[src/rtl/sudpw_pkg.sv]
package sudpw_pkg;

    localparam int MAX_PAYLOAD_DEF = 1024;
    localparam int LEN_W           = 11;
    localparam int REM_W           = 12;
    localparam int GUID_BYTES      = 16;
    localparam int GUID_IDX_W      = $clog2(GUID_BYTES);
    localparam int STEP_W          = 4;

    localparam logic [LEN_W-1:0] LEN_MAX   = '1;
    localparam logic [REM_W-1:0] SIZE_STEP = 12'd255;

    localparam logic [7:0] BYTE_ZERO    = 8'h00;
    localparam logic [7:0] BYTE_ONE     = 8'h01;
    localparam logic [7:0] BYTE_FF      = 8'hFF;
    localparam logic [7:0] BYTE_TRAILER = 8'h80;
    localparam logic [7:0] NAL_H264     = 8'h06;
    localparam logic [7:0] NAL_TYPE_SEI = 8'd39;
    localparam logic [7:0] NAL_H265     = {NAL_TYPE_SEI[6:0], 1'b0};
    localparam logic [7:0] PT_USER_DATA = 8'h05;

    // Program addresses that the sequencer jumps to by name.
    localparam logic [STEP_W-1:0] STEP_IDLE  = 4'd0;
    localparam logic [STEP_W-1:0] STEP_HDR   = 4'd1;
    localparam logic [STEP_W-1:0] STEP_SC1   = 4'd2;
    localparam logic [STEP_W-1:0] STEP_SC2   = 4'd3;
    localparam logic [STEP_W-1:0] STEP_SC3   = 4'd4;
    localparam logic [STEP_W-1:0] STEP_NAL0  = 4'd5;
    localparam logic [STEP_W-1:0] STEP_NAL1  = 4'd6;
    localparam logic [STEP_W-1:0] STEP_PT    = 4'd7;
    localparam logic [STEP_W-1:0] STEP_SIZE  = 4'd8;
    localparam logic [STEP_W-1:0] STEP_GUID  = 4'd9;
    localparam logic [STEP_W-1:0] STEP_ITEM  = 4'd10;
    localparam logic [STEP_W-1:0] STEP_TRAIL = 4'd11;

    typedef enum logic [2:0] {
        SRC_CONST,
        SRC_NAL,
        SRC_SIZE,
        SRC_GUID,
        SRC_ITEM,
        SRC_INPUT,
        SRC_TRAILER
    } src_sel_t;

    typedef enum logic [2:0] {
        EM_NONE,
        EM_ALWAYS,
        EM_CARRY,
        EM_LAST,
        EM_DISPATCH
    } emit_cond_t;

    typedef enum logic [2:0] {
        J_NEXT,
        J_GOTO,
        J_IF_H264,
        J_WHILE_SIZE,
        J_WHILE_GUID,
        J_DISPATCH
    } jump_cond_t;

    typedef struct packed {
        src_sel_t          src;
        emit_cond_t        emit;
        jump_cond_t        jump;
        logic [STEP_W-1:0] target;
        logic [7:0]        konst;
    } ucode_t;

    typedef struct packed {
        logic in_valid;
        logic in_first;
        logic in_last;
        logic in_carries;
        logic in_packet;
        logic carries_reg;
        logic last_reg;
        logic slot_free;
        logic codec_h265;
        logic size_ge;
        logic guid_done;
    } seq_status_t;

    typedef struct packed {
        src_sel_t   src;
        logic [7:0] konst;
        logic       emit;
        logic       advance;
        logic       accept;
        logic       ready;
    } seq_ctrl_t;

    function automatic ucode_t ucode_rom(input logic [STEP_W-1:0] step);
        ucode_t w;
        w = '{src: SRC_INPUT, emit: EM_DISPATCH, jump: J_DISPATCH,
              target: STEP_IDLE, konst: BYTE_ZERO};
        unique case (step)
            STEP_IDLE: ;
            STEP_HDR, STEP_SC1, STEP_SC2:
                w = '{SRC_CONST, EM_ALWAYS, J_NEXT, STEP_IDLE, BYTE_ZERO};
            STEP_SC3:
                w = '{SRC_CONST, EM_ALWAYS, J_NEXT, STEP_IDLE, BYTE_ONE};
            STEP_NAL0:
                w = '{SRC_NAL, EM_ALWAYS, J_IF_H264, STEP_PT, BYTE_ZERO};
            STEP_NAL1:
                w = '{SRC_CONST, EM_ALWAYS, J_NEXT, STEP_IDLE, BYTE_ONE};
            STEP_PT:
                w = '{SRC_CONST, EM_ALWAYS, J_NEXT, STEP_IDLE, PT_USER_DATA};
            STEP_SIZE:
                w = '{SRC_SIZE, EM_ALWAYS, J_WHILE_SIZE, STEP_IDLE, BYTE_ZERO};
            STEP_GUID:
                w = '{SRC_GUID, EM_ALWAYS, J_WHILE_GUID, STEP_IDLE, BYTE_ZERO};
            STEP_ITEM:
                w = '{SRC_ITEM, EM_CARRY, J_NEXT, STEP_IDLE, BYTE_ZERO};
            STEP_TRAIL:
                w = '{SRC_TRAILER, EM_LAST, J_GOTO, STEP_IDLE, BYTE_TRAILER};
            default: ;
        endcase
        return w;
    endfunction

    function automatic logic [7:0] guid_byte(input logic [GUID_IDX_W-1:0] idx);
        logic [7:0] b;
        b = 8'h00;
        unique case (idx)
            4'd0:  b = 8'h54;
            4'd1:  b = 8'h80;
            4'd2:  b = 8'h83;
            4'd3:  b = 8'h97;
            4'd4:  b = 8'hf0;
            4'd5:  b = 8'h23;
            4'd6:  b = 8'h47;
            4'd7:  b = 8'h4b;
            4'd8:  b = 8'hb7;
            4'd9:  b = 8'hf7;
            4'd10: b = 8'h4f;
            4'd11: b = 8'h32;
            4'd12: b = 8'hb5;
            4'd13: b = 8'h4e;
            4'd14: b = 8'h06;
            4'd15: b = 8'hac;
            default: b = 8'h00;
        endcase
        return b;
    endfunction

endpackage

[src/rtl/sudpw_seq.sv]
module sudpw_seq import sudpw_pkg::*;
(
    input  logic        clk,
    input  logic        rst_n,
    input  seq_status_t status,
    output seq_ctrl_t   ctrl
);

    logic [STEP_W-1:0] step_reg;
    logic [STEP_W-1:0] step_next;
    ucode_t            cw;
    logic              emit_want;
    logic              dispatch;
    logic              accept;

    assign cw       = ucode_rom(step_reg);
    assign dispatch = (cw.jump == J_DISPATCH);
    assign accept   = dispatch && status.in_valid && status.slot_free;

    // Output decode of the current control word.
    always_comb
    begin
        emit_want = 1'b0;
        unique case (cw.emit)
            EM_NONE:     emit_want = 1'b0;
            EM_ALWAYS:   emit_want = 1'b1;
            EM_CARRY:    emit_want = status.carries_reg;
            EM_LAST:     emit_want = status.last_reg;
            EM_DISPATCH: emit_want = !status.in_first && status.in_packet &&
                                     status.in_carries;
            default:     emit_want = 1'b0;
        endcase

        ctrl.src    = cw.src;
        ctrl.konst  = cw.konst;
        ctrl.ready  = dispatch && status.slot_free;
        ctrl.accept = accept;
        if (dispatch)
        begin
            ctrl.emit    = accept && emit_want;
            ctrl.advance = 1'b1;
        end
        else
        begin
            ctrl.emit    = emit_want && status.slot_free;
            ctrl.advance = !emit_want || status.slot_free;
        end
    end

    // Next step: a step that must emit holds until the output register can take it.
    always_comb
    begin
        step_next = step_reg;
        if (ctrl.advance)
        begin
            unique case (cw.jump)
                J_NEXT:       step_next = step_reg + 1'b1;
                J_GOTO:       step_next = cw.target;
                J_IF_H264:    step_next = status.codec_h265 ? step_reg + 1'b1 : cw.target;
                J_WHILE_SIZE: step_next = status.size_ge ? step_reg : step_reg + 1'b1;
                J_WHILE_GUID: step_next = status.guid_done ? step_reg + 1'b1 : step_reg;
                J_DISPATCH:
                begin
                    if (accept && status.in_first)
                        step_next = STEP_HDR;
                    else if (accept && status.in_packet && status.in_last)
                        step_next = STEP_TRAIL;
                    else
                        step_next = STEP_IDLE;
                end
                default:      step_next = STEP_IDLE;
            endcase
        end
    end

    always_ff @(posedge clk or negedge rst_n)
    begin
        if (!rst_n)
            step_reg <= STEP_IDLE;
        else
            step_reg <= step_next;
    end

    a_first_starts_header: assert property (@(posedge clk) disable iff (!rst_n)
        (accept && status.in_first) |=> (step_reg == STEP_HDR))
        else $error("first transaction did not start the header program");

    a_step_in_program: assert property (@(posedge clk) disable iff (!rst_n)
        step_reg <= STEP_TRAIL)
        else $error("step counter left the program");

    a_accept_only_idle: assert property (@(posedge clk) disable iff (!rst_n)
        (step_reg != STEP_IDLE) |-> !ctrl.ready)
        else $error("input taken outside the idle step");

    a_h264_skips_nal1: assert property (@(posedge clk) disable iff (!rst_n)
        (step_reg == STEP_NAL0 && ctrl.advance && !status.codec_h265)
        |=> (step_reg == STEP_PT))
        else $error("H.264 header took the second NAL header byte");

endmodule

[config.mk]
export PLATFORM = sky130hd
export DESIGN_NAME = sudpw_seq
export DESIGN_NICKNAME = d
export VERILOG_FILES = /design/src/rtl/sudpw_pkg.sv /design/src/rtl/sudpw_seq.sv
export SDC_FILE = /design/constraint.sdc
export NUM_CORES = 1
export LEC_CHECK = 0
export BUFFER_PORTS_ARGS = -buffer_cell sky130_fd_sc_hd__buf_2
export CAP_MARGIN = 25
export CORE_MARGIN = 3
export CORE_UTILIZATION = 40
export CTS_CLUSTER_SIZE = 10
export DETAILED_ROUTE_END_ITERATION = 10
export PLACE_DENSITY = 0.67
export SLEW_MARGIN = 20
export SYNTH_ARGS = -nofsm -noshare
export SYNTH_HDL_FRONTEND = slang
export SYNTH_SLANG_ARGS = --single-unit
[constraint.sdc]
create_clock -name clk -period 2.85 [get_ports clk]
set_input_delay 0.4275 -clock clk [delete_from_list [all_inputs] [get_ports clk]]
set_output_delay 0.4275 -clock clk [all_outputs]
set_load 0.02 [all_outputs]
Yosys cells after proc, flatten, opt, wreduce, memory -nomap -nowiden
Index checks and enable logic that the tools add are counted.

storage, ports and cells
  logic and storage cells = 50
  output and inout port bits = 15
  bits in registers = 4

cells by class
  muxes and demuxes = 9
  equal/unequal tests = 22
  $add $sub $neg = 1
  reduce and logical (&&, ||, !) cells = 17

operator list
  cell                                                              number
  21-bit case mux with 8 select lines                               1
  4-bit case mux with 6 select lines                                1
  4-bit two-way mux                                                 5
  4-bit by 3-bit == test with 1-bit output (second input constant)  4
  4-bit == test (second input constant)                             4
  3-bit by 2-bit == test with 1-bit output (second input constant)  4
  1-bit logical AND                                                 10
  3-bit == test (second input constant)                             3
  4-bit by 2-bit == test with 1-bit output (second input constant)  2
  3-bit by 1-bit == test with 1-bit output (second input constant)  2
  4-bit by 1-bit adder with 4-bit output (second input constant)    1
  4-bit by 1-bit == test with 1-bit output (second input constant)  1
  2-bit inequality test (second input constant)                     2
  1-bit case mux with 4 select lines                                1
  3-bit logical NOT                                                 1
  3-bit AND reduction                                               1
  3-bit OR reduction                                                1
  1-bit logical NOT                                                 2
  2-bit two-way mux                                                 1
  2-bit OR reduction                                                1
  1-bit logical OR                                                  1

Longest topological paths before layout
Gate-level depths: netlist (run 1).

  word-level depth = 11
  depth in mapped cells = 9

Worst setup path after synthesis (run 1)
Ideal clock, no wire load.

  path type = reg-to-output
  from = reg step_reg[0]
  to = out ctrl[3] (netlist name)
  setup slack = 0.484 ns
  stages on the path, launching flop included = 8
  arrival time = 1.939 ns
  path through = dfrtp_1 inv_1 ha_1 buf_6 nor4b_4 nor4b_1 a221o_1 nor3b_1

RTL lines
  item                      RTL line         RTL
  start: declaration        sudpw_seq.sv:9   logic [STEP_W-1:0] step_reg;
  start signal: assignment  sudpw_seq.sv:81  step_reg <= step_next;
  end: declaration          sudpw_seq.sv:6   output seq_ctrl_t ctrl

==> summary.txt, run 1 <==
Global route
  • Initial antenna violation count: 0
  • Total gr overflow: 0
  • GR Layer Usage met3: 5.20%
  • Met2 Track Usage GR: 23.1%
  • Met1 global-route usage: 19.3%
  • First-pass GRT wire length: 2800 µm
  • Busiest grt layer: met2
  • Tot GR Track Use: 14.9%
  • Largest net degree at the start of global routing: 16
  • Number of global-route vias before repair: 622

CTS
  • Skew-Pair Late Insertion Delay: 0.24 ns
  • H-tree level count: 1
  • CTS Root Cell: clkbuf_4
  • Setup Buffers After CTS: 0
  • Clock Path Buffers: 2
  • CTS tree: yes
  • Cts bufs inserted: 3
  • Clk pin slew, worst setup/hold paths: 0.04 ns
  • Sink Count: 4

Placement
  • GPL Wtd Cong: 0.810
  • Pre-CTS WS: 0.348 ns
  • Inst Count DP: 129
  • IO Port Bufs: 22
  • Detailed Place HPWL: 1320 µm
  • Post-DP Area: 812 µm²

Run status
  • Status: completed

Power and ir drop
  • Max VDD drop: 506 µV
  • Pwr/cell area: 1040 mW/mm²
  • Leak pwr: 0.393 nW

Floorplanning
  • Die H: 48.8 µm
  • I/O pin count: 28
  • Die Wd: 48.8 µm
  • Rows: 14
  • Total die area: 0.00238 mm²
  • Starting Density: 45.5%
  • Core ar.: 0.00161 mm²

Yosys
  • Post-synthesis xor/xnor area fraction: 0%
  • Async SR Flop Fraction: 100%
  • Post-Synth Simple-Gate Area: 30.4%
  • Post-Synth Adder-Cell Area: 6.83%
  • Unique masters post-synth: 43
  • Post-synthesis instance total: 90
  • Largest family of logic cells by synthesized area: simple AND/OR/NAND/NOR gates
  • Yosys warnings: 0
  • Synth Register Bits: 4
  • Number of synthesized flops with an enable pin: 0
  • Multiplexer share of the synthesized area: 9.04%
  • Register area share after synthesis: 13.7%
  • Synth Area per Inst: 8.15 µm²
  • Complex-gate fraction of the synthesized area: 26.6%
  • Top FF cell, synth: dfrtp_1
  • Synthesized cell area: 733 µm²

Worst hold path
  • Worst min path class: input pin to async pin

Critical path
  • CP Max Fanout: 12
  • CP Launch Type: register
  • Crit path DAT: 2.22 ns
  • Worst setup path class: register to primary output
  • Critical path required time: 2.42 ns
  • Worst setup EP type: primary output

Drt
  • Total vias in the final route: 704
  • DRC Markers: 0
  • Routed length per instance: 12.6 µm
  • 1st-iter DRT viols: 11
  • Vias per cell: 5.29
  • 1st-pass router iterations: 3
  • Antenna-violating nets left: 0
  • Detailed Route WL: 1680 µm

Timing
  • Setup_tns: 0 ns
  • Hold Violations, Final: 0
  • Final worst slack: 0.205 ns
  • Final Setup Violations: 0
  • Final Critical Period: 2.64 ns
  • Post-Route Skew: 0.00711 ns
  • Final worst-path cycle share: 92.8%
  • Fmax: 0.378 GHz
  • Max Slew Vio Count: 0
  • RSZ-0062 raised after global routing: false

Final layout
  • Post-route design area: 850 µm²
  • Layout cells sized above 1: 34.9%
  • Commonest non-fill, non-tap cell in the layout: buf_2
  • Max reg flops: 4
  • Diode count: 0
  • # fillers: 170
  • Layout overhead on the synthesized area: 15.9%
  • Most frequent cells in the layout: buf_2, nand2_1, a21oi_1
  • Finished Layout Cells: 133
  • Final nets: 128

Run
  • Max cap viols: 0
[report_power, final]
part	internal (mW)	leakage, nW	switching [mW]	total (mW)
Sequential	0.0776	0.0529	0.0416	0.119
Combinational	0.299	0.326	0.397	0.697
Clock	0.0470	0.0138	0.0231	0.0701
[worst max-delay path, cell delays in order (launching register included)]
cell     delay (ns)
dfrtp_1        0.39
inv_1          0.10
ha_2           0.27
nor4b_4        0.32
nor4b_1        0.09
a221o_1        0.33
or3_1          0.32
buf_2          0.16
[path summary, 6_finish.rpt]
kind	depth (start not counted)	to	start	slack, ns
worst max-delay path	7	ctrl[2]	step_reg[1]$_DFFE_PN0P_	0.21
worst min-delay path	2	step_reg[3]$_DFFE_PN0P_	rst_n	0.55
worst max register to register	7	step_reg[0]$_DFFE_PN0P_	step_reg[0]$_DFFE_PN0P_	0.51
worst min register to register	1	step_reg[0]$_DFFE_PN0P_	step_reg[0]$_DFFE_PN0P_	0.64
max in group asynchronous	2	step_reg[0]$_DFFE_PN0P_	rst_n	2.17
min in group clk	1	step_reg[0]$_DFFE_PN0P_	step_reg[0]$_DFFE_PN0P_	0.64
[kinds of logic (layout without fill, tap and decap cells)]
kind of cell	Yosys count	count (layout)
simple gates	35	35
mux	5	5
compound gates	26	26
other cells	1	5
flops	4	4
fa+ha+maj	4	4
buf+inv	15	30
[cells in the mapped netlist (all sizes together) (3+ instances only)]
cell,instances,share of area (%)
and2,4,3.4
a21oi,6,4.1
nor2,4,2.0
mux2,4,7.7
o21ai,6,4.6
nor2b,4,3.4
inv,3,1.5
o31a,3,3.6
dfrtp,4,14
ha,4,6.8
nand2,7,3.9
buf,12,11
[layer usage]
layer,up-vias,wire length (µm),share of wire (%)
li1,356,-,-
met1,320,787,47
met2,26,749,45
met3,2,130,7.7
met4,0,12,0.71
met5,-,0,0
[metrics by stage]
stage / hold slack [ns] / total power [mW] / utilization, %
after floorplan: 0.132 / 0.691 / -
after global placement: 0.236 / 0.795 / 50.4
after detailed placement: 0.237 / 0.804 / 50.4
after CTS: 0.519 / 0.882 / 52.4
after global routing: 0.560 / 0.958 / 52.7
final: 0.548 / 0.886 / 52.7
[area by class of cell]
class | count | area (µm²) | share of cell area [%]
Clock buffer | 3 | 22.5 | 2.65
Inverter | 3 | 11.3 | 1.33
Multi-Input combinational cell | 75 | 558 | 65.7
Sequential cell | 4 | 100 | 11.8
Tap cell | 24 | 30.0 | 3.53
Timing Repair Buffer | 24 | 128 | 15.0
[what timing repair did]
action / in CTS / in global routing
gates resized for setup: 0 / 2
endpoints found under the setup margin: 0 / 1
hold buffers: 1 / 0
hold endpoints to repair: 4 / 0
(Power assumes the default switching activity.)
==> run 2: changes to the inputs <==
--- a/config.mk
+++ b/config.mk
@@ -5,13 +5,14 @@
 export SDC_FILE = /design/constraint.sdc
 export NUM_CORES = 1
 export LEC_CHECK = 0
+export ABC_AREA = 1
 export BUFFER_PORTS_ARGS = -buffer_cell sky130_fd_sc_hd__buf_2
 export CAP_MARGIN = 25
 export CORE_MARGIN = 3
-export CORE_UTILIZATION = 40
+export CORE_UTILIZATION = 35
 export CTS_CLUSTER_SIZE = 10
 export DETAILED_ROUTE_END_ITERATION = 10
-export PLACE_DENSITY = 0.67
+export PLACE_DENSITY = 0.61
 export SLEW_MARGIN = 20
 export SYNTH_ARGS = -nofsm -noshare
 export SYNTH_HDL_FRONTEND = slang
==> run 2 against run 1 <==
Against the previous run:
- clock power fell by 5.0%
- maximum frequency rose by 3.7%
- sequential power is 15% lower
- highest routed layer is now met3
==> summary.txt, run 2 <==
Run status
  • Status: completed (unchanged)

Critical path
  • Reg2Reg Setup Slack: 0.87 ns (was 0.51 ns)
  • Worst setup EP type: primary output (unchanged)
  • Worst setup path class: register to primary output (unchanged)
  • CP Launch Type: register (unchanged)
  • Crit. Startpoint: step_reg[0]$_DFFE_PN0P_ (was step_reg[1]$_DFFE_PN0P_)
  • Worst Setup EP: ctrl[2] (unchanged)
  • Worst r2r src: step_reg[0]$_DFFE_PN0P_ (unchanged)
  • CP Max Fanout: 5 (was 12)
  • Worst Reg-to-Reg Cells: 13 (was 7)
  • RR Endpoint: step_reg[3]$_DFFE_PN0P_ (was step_reg[0]$_DFFE_PN0P_)
  • Critical path required time: 2.42 ns (about the same)
  • Crit path DAT: 2.12 ns (was 2.22 ns)

CTS
  • Cts repair resizes: 0 (unchanged)
  • Clock Path Buffers: 2 (unchanged)
  • CTS Root Cell: clkbuf_4 (unchanged)
  • CTS tree: yes (unchanged)
  • Cts bufs inserted: 3 (unchanged)
  • Clk pin slew, worst setup/hold paths: 0.03 ns (was 0.04 ns)
  • H-tree level count: 1 (unchanged)
  • Skew-Pair Late Insertion Delay: 0.23 ns (was 0.24 ns)
  • Sink Count: 4 (unchanged)

Global route
  • Tot GR Track Use: 11.9% (was 14.9%)
  • Largest net degree at the start of global routing: 7 (was 16)
  • First-pass GRT wire length: 2300 µm (was 2800 µm)
  • Met1 global-route usage: 14.7% (was 19.3%)
  • Busiest grt layer: met2 (unchanged)
  • GR Layer Usage met3: 1.78% (was 5.20%)
  • Met2 Track Usage GR: 19.3% (was 23.1%)
  • Number of global-route vias before repair: 612 (was 622)
  • Initial antenna violation count: 0 (unchanged)
  • Total gr overflow: 0 (unchanged)

Final layout
  • Diode count: 0 (unchanged)
  • Commonest non-fill, non-tap cell in the layout: nand2_1 (was buf_2)
  • Most frequent cells in the layout: nand2_1, buf_2, inv_1, nor2_1, nand3_1 (was buf_2, nand2_1, a21oi_1)
  • Max reg flops: 4 (unchanged)
  • Layout cells sized above 1: 28.7% (was 34.9%)
  • Layout overhead on the synthesized area: 20.8% (was 15.9%)
  • Final nets: 162 (was 128)

Run
  • Max cap viols: 0 (unchanged)

Placement
  • Detailed Place HPWL: 1320 µm (about the same)
  • GPL Wtd Cong: 0.855 (was 0.810)
  • IO Port Bufs: 22 (unchanged)

Timing
  • Final worst-path cycle share: 89.5% (was 92.8%)
  • Hold Violations, Final: 0 (unchanged)
  • Max Slew Vio Count: 0 (unchanged)
  • Final Critical Period: 2.55 ns (was 2.64 ns)
  • Fmax: 0.392 GHz (was 0.378 GHz)
  • Post-Route Skew: 0.000463 ns (was 0.00711 ns)
  • Final Setup Violations: 0 (unchanged)
  • Setup_tns: 0 ns (unchanged)
  • RSZ-0062 raised after global routing: false (unchanged)

Yosys
  • Async SR Flop Fraction: 100% (unchanged)
  • Synth Area per Inst: 5.81 µm² (was 8.15 µm²)
  • Count leader, synth: nand2_1 (was buf_4)
  • Register area share after synthesis: 14.5% (was 13.7%)
  • Number of synthesized flops with an enable pin: 0 (unchanged)
  • Post-synth top area share: 18.4% (was 13.7%)
  • Unique masters post-synth: 21 (was 43)
  • Top FF cell, synth: dfrtp_1 (unchanged)
  • Synth Register Bits: 4 (unchanged)
  • Cell taking the most area after synthesis: nand2_1 (was dfrtp_1)
  • Post-synthesis instance total: 119 (was 90)
  • Ranking of synthesized cells by area: nand2_1, dfrtp_1, inv_1 (was dfrtp_1, buf_4, ha_1)
  • Yosys warnings: 0 (unchanged)
  • Synthesized cell area: 692 µm² (was 733 µm²)
  • Synth top cells by count: nand2_1, inv_1, nor2_1, nand3_1, buf_4 (was buf_4, a21oi_1, nand2_1)

Drt
  • DRC Markers: 0 (unchanged)
  • Routed length per instance: 8.78 µm (was 12.6 µm)
  • Detailed Route WL: 1480 µm (was 1680 µm)
  • Antenna-violating nets left: 0 (unchanged)
  • Vias per cell: 4.35 (was 5.29)
  • Total vias in the final route: 731 (was 704)
  • 1st-iter DRT viols: 14 (was 11)
  • 1st-pass router iterations: 4 (was 3)

Floorplanning
  • I/O pin count: 28 (unchanged)
  • Die Wd: 50.5 µm (was 48.8 µm)
  • Die H: 50.5 µm (was 48.8 µm)
  • Total die area: 0.00255 mm² (was 0.00238 mm²)
  • Core ar.: 0.00180 mm² (was 0.00161 mm²)
  • Rows: 15 (was 14)
  • Starting Density: 38.4% (was 45.5%)

Power and ir drop
  • Leak pwr: 0.514 nW (was 0.393 nW)
  • Pwr/cell area: 946 mW/mm² (was 1040 mW/mm²)
  • Max VDD drop: 595 µV (was 506 µV)
  • Overall power: 0.791 mW (was 0.886 mW)

Worst hold path
  • Worst min path class: input pin to async pin (unchanged)
[run 2: cell types whose count changed after synthesis, moves of 5 or more]
cell and change:
nand2_1 +28, nor2_1 +12, inv_1 +13, nand3_1 +5
[run 2: cell type report]
cell class / instances / area [µm²]
inverters: 20 / 75.1
flip-flops and latches: 4 / 100
well taps: 25 / 31.3
multi-input cells: 93 / 487
clock buffers: 3 / 22.5
repair buffers: 23 / 120
fillers: 210 / 966
[run 2: cell families (layout without fill, tap and decap cells)]
| kind of cell | after synthesis | in the layout | synth area share (%) |
|---|---|---|---|
| compound gates | 9 | 9 | 7.41 |
| xor+xnor | 2 | 2 | 2.53 |
| fa+ha+maj | 4 | 4 | 7.23 |
| buf+inv | 26 | 46 | 17.4 |
| flops | 4 | 4 | 14.5 |
| other cells | 1 | 5 | 0.542 |
| simple gates | 73 | 73 | 50.5 |
[run 2: worst min-delay path by stage]
stage | from | to | slack, ns
after global placement | rst_n | step_reg[3]$_DFFE_PN0P_ | 0.24
after detailed placement | rst_n | step_reg[3]$_DFFE_PN0P_ | 0.24
after global routing | rst_n | step_reg[0]$_DFFE_PN0P_ | 0.53
after CTS | rst_n | step_reg[3]$_DFFE_PN0P_ | 0.53
after floorplan | rst_n | step_reg[0]$_DFFE_PN0P_ | 0.13
final | rst_n | step_reg[2]$_DFFE_PN0P_ | 0.55
[run 2: critical path: stages (launching register included)]
cell and delay, ns:
dfrtp_1 0.41, inv_1 0.12, ha_1 0.18, nor2_1 0.06, o21ai_0 0.21, nand2_1 0.14
nand3_2 0.11, nand2_1 0.10, nand3_2 0.11, nand2_1 0.09, nor2_2 0.15, inv_1 0.05
buf_2 0.15
[run 2: layer usage]
metal / wire length, µm / vias up / part of all wire [%]
met5: 0 / - / 0
met1: 722 / 311 / 49
met2: 708 / 13 / 48
met4: 0 / 0 / 0
met3: 44 / 0 / 3.0
li1: - / 407 / -
[run 2: where the power goes]
| part | switching (mW) | internal (mW) | total [mW] |
|---|---|---|---|
| clock network | 0.0198 | 0.0468 | 0.0666 |
| registers | 0.0253 | 0.0757 | 0.101 |
| logic | 0.415 | 0.208 | 0.623 |
[run 2: timing repair]
item,in CTS,in global routing
buffers inserted,0,0
endpoints found under the hold margin,4,0
endpoints found under the setup margin,0,0
hold buffers,1,0
[run 2: metrics by stage]
stage / cells / hold WS (ns) / utilization, % / setup slack, ns / cell area (µm²)
2_1_floorplan: 123 / 0.132 / - / 0.671 / 707
3_3_place_gp: 164 / 0.235 / 44.6 / 0.596 / 803
4_1_cts: 168 / 0.526 / 46.4 / 0.291 / 836
5_1_grt: 168 / 0.527 / 46.4 / 0.0171 / 836
6_report: 168 / 0.545 / 46.4 / 0.300 / 836
3_5_place_dp: 164 / 0.238 / 44.6 / 0.550 / 803
==> run 3: changes to the inputs <==
--- a/config.mk
+++ b/config.mk
@@ -8,11 +8,14 @@
 export ABC_AREA = 1
 export BUFFER_PORTS_ARGS = -buffer_cell sky130_fd_sc_hd__buf_2
 export CAP_MARGIN = 25
+export CELL_PAD_IN_SITES_DETAIL_PLACEMENT = 0
+export CELL_PAD_IN_SITES_GLOBAL_PLACEMENT = 1
 export CORE_MARGIN = 3
-export CORE_UTILIZATION = 35
+export CORE_UTILIZATION = 30
 export CTS_CLUSTER_SIZE = 10
 export DETAILED_ROUTE_END_ITERATION = 10
-export PLACE_DENSITY = 0.61
+export PLACE_DENSITY = 0.77
+export SKIP_CTS_REPAIR_TIMING = 1
 export SLEW_MARGIN = 20
 export SYNTH_ARGS = -nofsm -noshare
 export SYNTH_HDL_FRONTEND = slang
==> run 3 against run 2 <==
Against the previous run:
- sequential cell count did not move
- critical endpoint unchanged
- largest power group unchanged
- total power increased by 0.86%
- core utilization decreased by 5.7 points
- clock skew increased by 0.0022 ns
- critical path type unchanged
- first-iteration DRC count fell by 21%
- final area rose by 0.30%
- combinational power is 0.8% higher
- largest cell class unchanged
==> summary.txt, run 3 (synthesized netlist as in run 2, its figures left out) <==
Run status
  • Status: completed (unchanged)

Floorplanning
  • I/O pin count: 28 (unchanged)
  • Rows: 16 (was 15)
  • Total die area: 0.00292 mm² (was 0.00255 mm²)
  • Die Wd: 54.0 µm (was 50.5 µm)
  • Die H: 54.0 µm (was 50.5 µm)
  • Starting Density: 33.6% (was 38.4%)
  • Core ar.: 0.00206 mm² (was 0.00180 mm²)

CTS
  • Clock Path Buffers: 2 (unchanged)
  • CTS tree: yes (unchanged)
  • Sink Count: 4 (unchanged)
  • Clk pin slew, worst setup/hold paths: 0.04 ns (was 0.03 ns)
  • CTS Root Cell: clkbuf_4 (unchanged)
  • H-tree level count: 1 (unchanged)
  • Skew-Pair Late Insertion Delay: 0.23 ns (about the same)
  • Cts bufs inserted: 3 (unchanged)

Critical path
  • Crit. Startpoint: step_reg[0]$_DFFE_PN0P_ (unchanged)
  • CP peak stage delay: 0.42 ns (was 0.41 ns)
  • CP Max Fanout: 5 (unchanged)
  • RR Endpoint: step_reg[1]$_DFFE_PN0P_ (was step_reg[3]$_DFFE_PN0P_)
  • Critical path required time: 2.42 ns (about the same)
  • Crit-path cells: inv_1 -> ha_1 -> nor2_1 -> o21ai_0 -> nand2_1 -> nand3_2 -> nand2_1 -> nand3_2 -> nand2_1 -> nor2_2 -> inv_1 -> buf_2 (unchanged)
  • Worst r2r src: step_reg[0]$_DFFE_PN0P_ (unchanged)
  • Top delay family on crit path: simple AND/OR/NAND/NOR gates (unchanged)
  • CP Launch Type: register (unchanged)
  • Worst setup path class: register to primary output (unchanged)
  • Worst Reg-to-Reg Cells: 13 (unchanged)
  • Cell mode on critical path: nand2_1 (unchanged)
  • Reg2Reg Setup Slack: 0.87 ns (about the same)
  • Crit path DAT: 2.12 ns (about the same)
  • Buf+Inv Stages, Crit Path: 3 (unchanged)
  • CP max stage cell: dfrtp_1 (unchanged)
  • Worst setup EP type: primary output (unchanged)

Drt
  • Total vias in the final route: 716 (was 731)
  • Met3 WL: 73 µm (was 44 µm)
  • DRC Markers: 0 (unchanged)
  • 1st-pass router iterations: 4 (unchanged)
  • Detailed Route WL: 1560 µm (was 1480 µm)
  • Routed length per instance: 9.18 µm (was 8.78 µm)
  • 1st-iter DRT viols: 11 (was 14)
  • Highest routed layer: met3 (unchanged)
  • Antenna-violating nets left: 0 (unchanged)
  • Routed wl met2: 714 µm (was 708 µm)
  • Metal-1 WL: 774 µm (was 722 µm)
  • Vias per cell: 4.21 (was 4.35)

Timing
  • Final Setup Violations: 0 (unchanged)
  • Hold Violations, Final: 0 (unchanged)
  • Final Critical Period: 2.54 ns (was 2.55 ns)
  • RSZ-0062 raised after global routing: false (unchanged)
  • Final worst-path cycle share: 89.2% (was 89.5%)
  • Setup_tns: 0 ns (unchanged)
  • Post-Route Skew: 0.00271 ns (was 0.000463 ns)
  • Fmax: 0.393 GHz (was 0.392 GHz)
  • Max Slew Vio Count: 0 (unchanged)
  • Hold Slack: 0.527 ns (was 0.545 ns)

Global route
  • Initial antenna violation count: 0 (unchanged)
  • Tot GR Track Use: 12.2% (was 11.9%)
  • First-pass GRT wire length: 2630 µm (was 2300 µm)
  • Largest net degree at the start of global routing: 7 (unchanged)
  • Total gr overflow: 0 (unchanged)
  • Number of global-route vias before repair: 670 (was 612)

Worst hold path
  • Worst min path class: input pin to async pin (unchanged)

Placement
  • Detailed Place HPWL: 1380 µm (was 1320 µm)
  • Inst Count DP: 166 (was 164)
  • GPL Wtd Cong: 0.705 (was 0.855)
  • IO Port Bufs: 22 (unchanged)

Final layout
  • Layout cells sized above 1: 28.7% (unchanged)
  • Commonest non-fill, non-tap cell in the layout: nand2_1 (unchanged)
  • Finished Layout Cells: 170 (was 168)
  • Diode count: 0 (unchanged)
  • Final nets: 162 (unchanged)
  • Max reg flops: 4 (unchanged)
  • # fillers: 237 (was 210)
  • Layout overhead on the synthesized area: 21.2% (was 20.8%)
  • Most frequent cells in the layout: nand2_1, buf_2, inv_1, nor2_1, nand3_1 (unchanged)

Power and ir drop
  • Pwr/cell area: 951 mW/mm² (was 946 mW/mm²)
  • Max VDD drop: 412 µV (was 595 µV)
  • Leak pwr: 0.514 nW (unchanged)

Run
  • Max cap viols: 0 (unchanged)
-- run 3: cell counts in the layout (fill, tap and decap cells not counted) --
No cell type changed its count.
-- run 3: metrics by stage --
| step | total power, mW | utilization, % | cell area (µm²) | setup WS (ns) |
|---|---|---|---|---|
| 3_3_place_gp | 0.735 | 39.1 | 806 | 0.589 |
| 6_report | 0.798 | 40.7 | 838 | 0.307 |
| 4_1_cts | 0.810 | 40.2 | 828 | 0.265 |
| 2_1_floorplan | 0.599 | - | 707 | 0.671 |
| 5_1_grt | 0.905 | 40.7 | 838 | 0.0194 |
| 3_5_place_dp | 0.735 | 39.1 | 806 | 0.529 |
-- run 3: worst max path at each step --
stage                     endpoint  cells past startpoint
after global routing       ctrl[2]                     12
after CTS                  ctrl[2]                     12
final                      ctrl[2]                     12
after floorplan            ctrl[3]                     10
after global placement     ctrl[1]                     11
after detailed placement   ctrl[2]                     12
-- run 3: cell type report --
| class | instances | area, µm² | area share (%) |
|---|---|---|---|
| inverter | 20 | 75.1 | 8.96 |
| clock buffer | 3 | 22.5 | 2.69 |
| timing repair buffer | 23 | 120 | 14.3 |
| tap | 27 | 33.8 | 4.03 |
| multi-input combinational | 93 | 487 | 58.1 |
| sequential | 4 | 100 | 11.9 |
-- run 3: power by group --
| group | total (mW) | switching (mW) | internal, mW |
|---|---|---|---|
| registers | 0.101 | 0.0257 | 0.0757 |
| logic | 0.628 | 0.421 | 0.208 |
| clock network | 0.0678 | 0.0208 | 0.0469 |
| total | 0.798 | 0.467 | 0.331 |
-- run 3: metal layers --
layer,vias to the layer above,track usage [%]
li1,407,-
met5,-,0
met3,0,1.66
met1,294,15.9
met4,0,6.22
met2,15,19.6
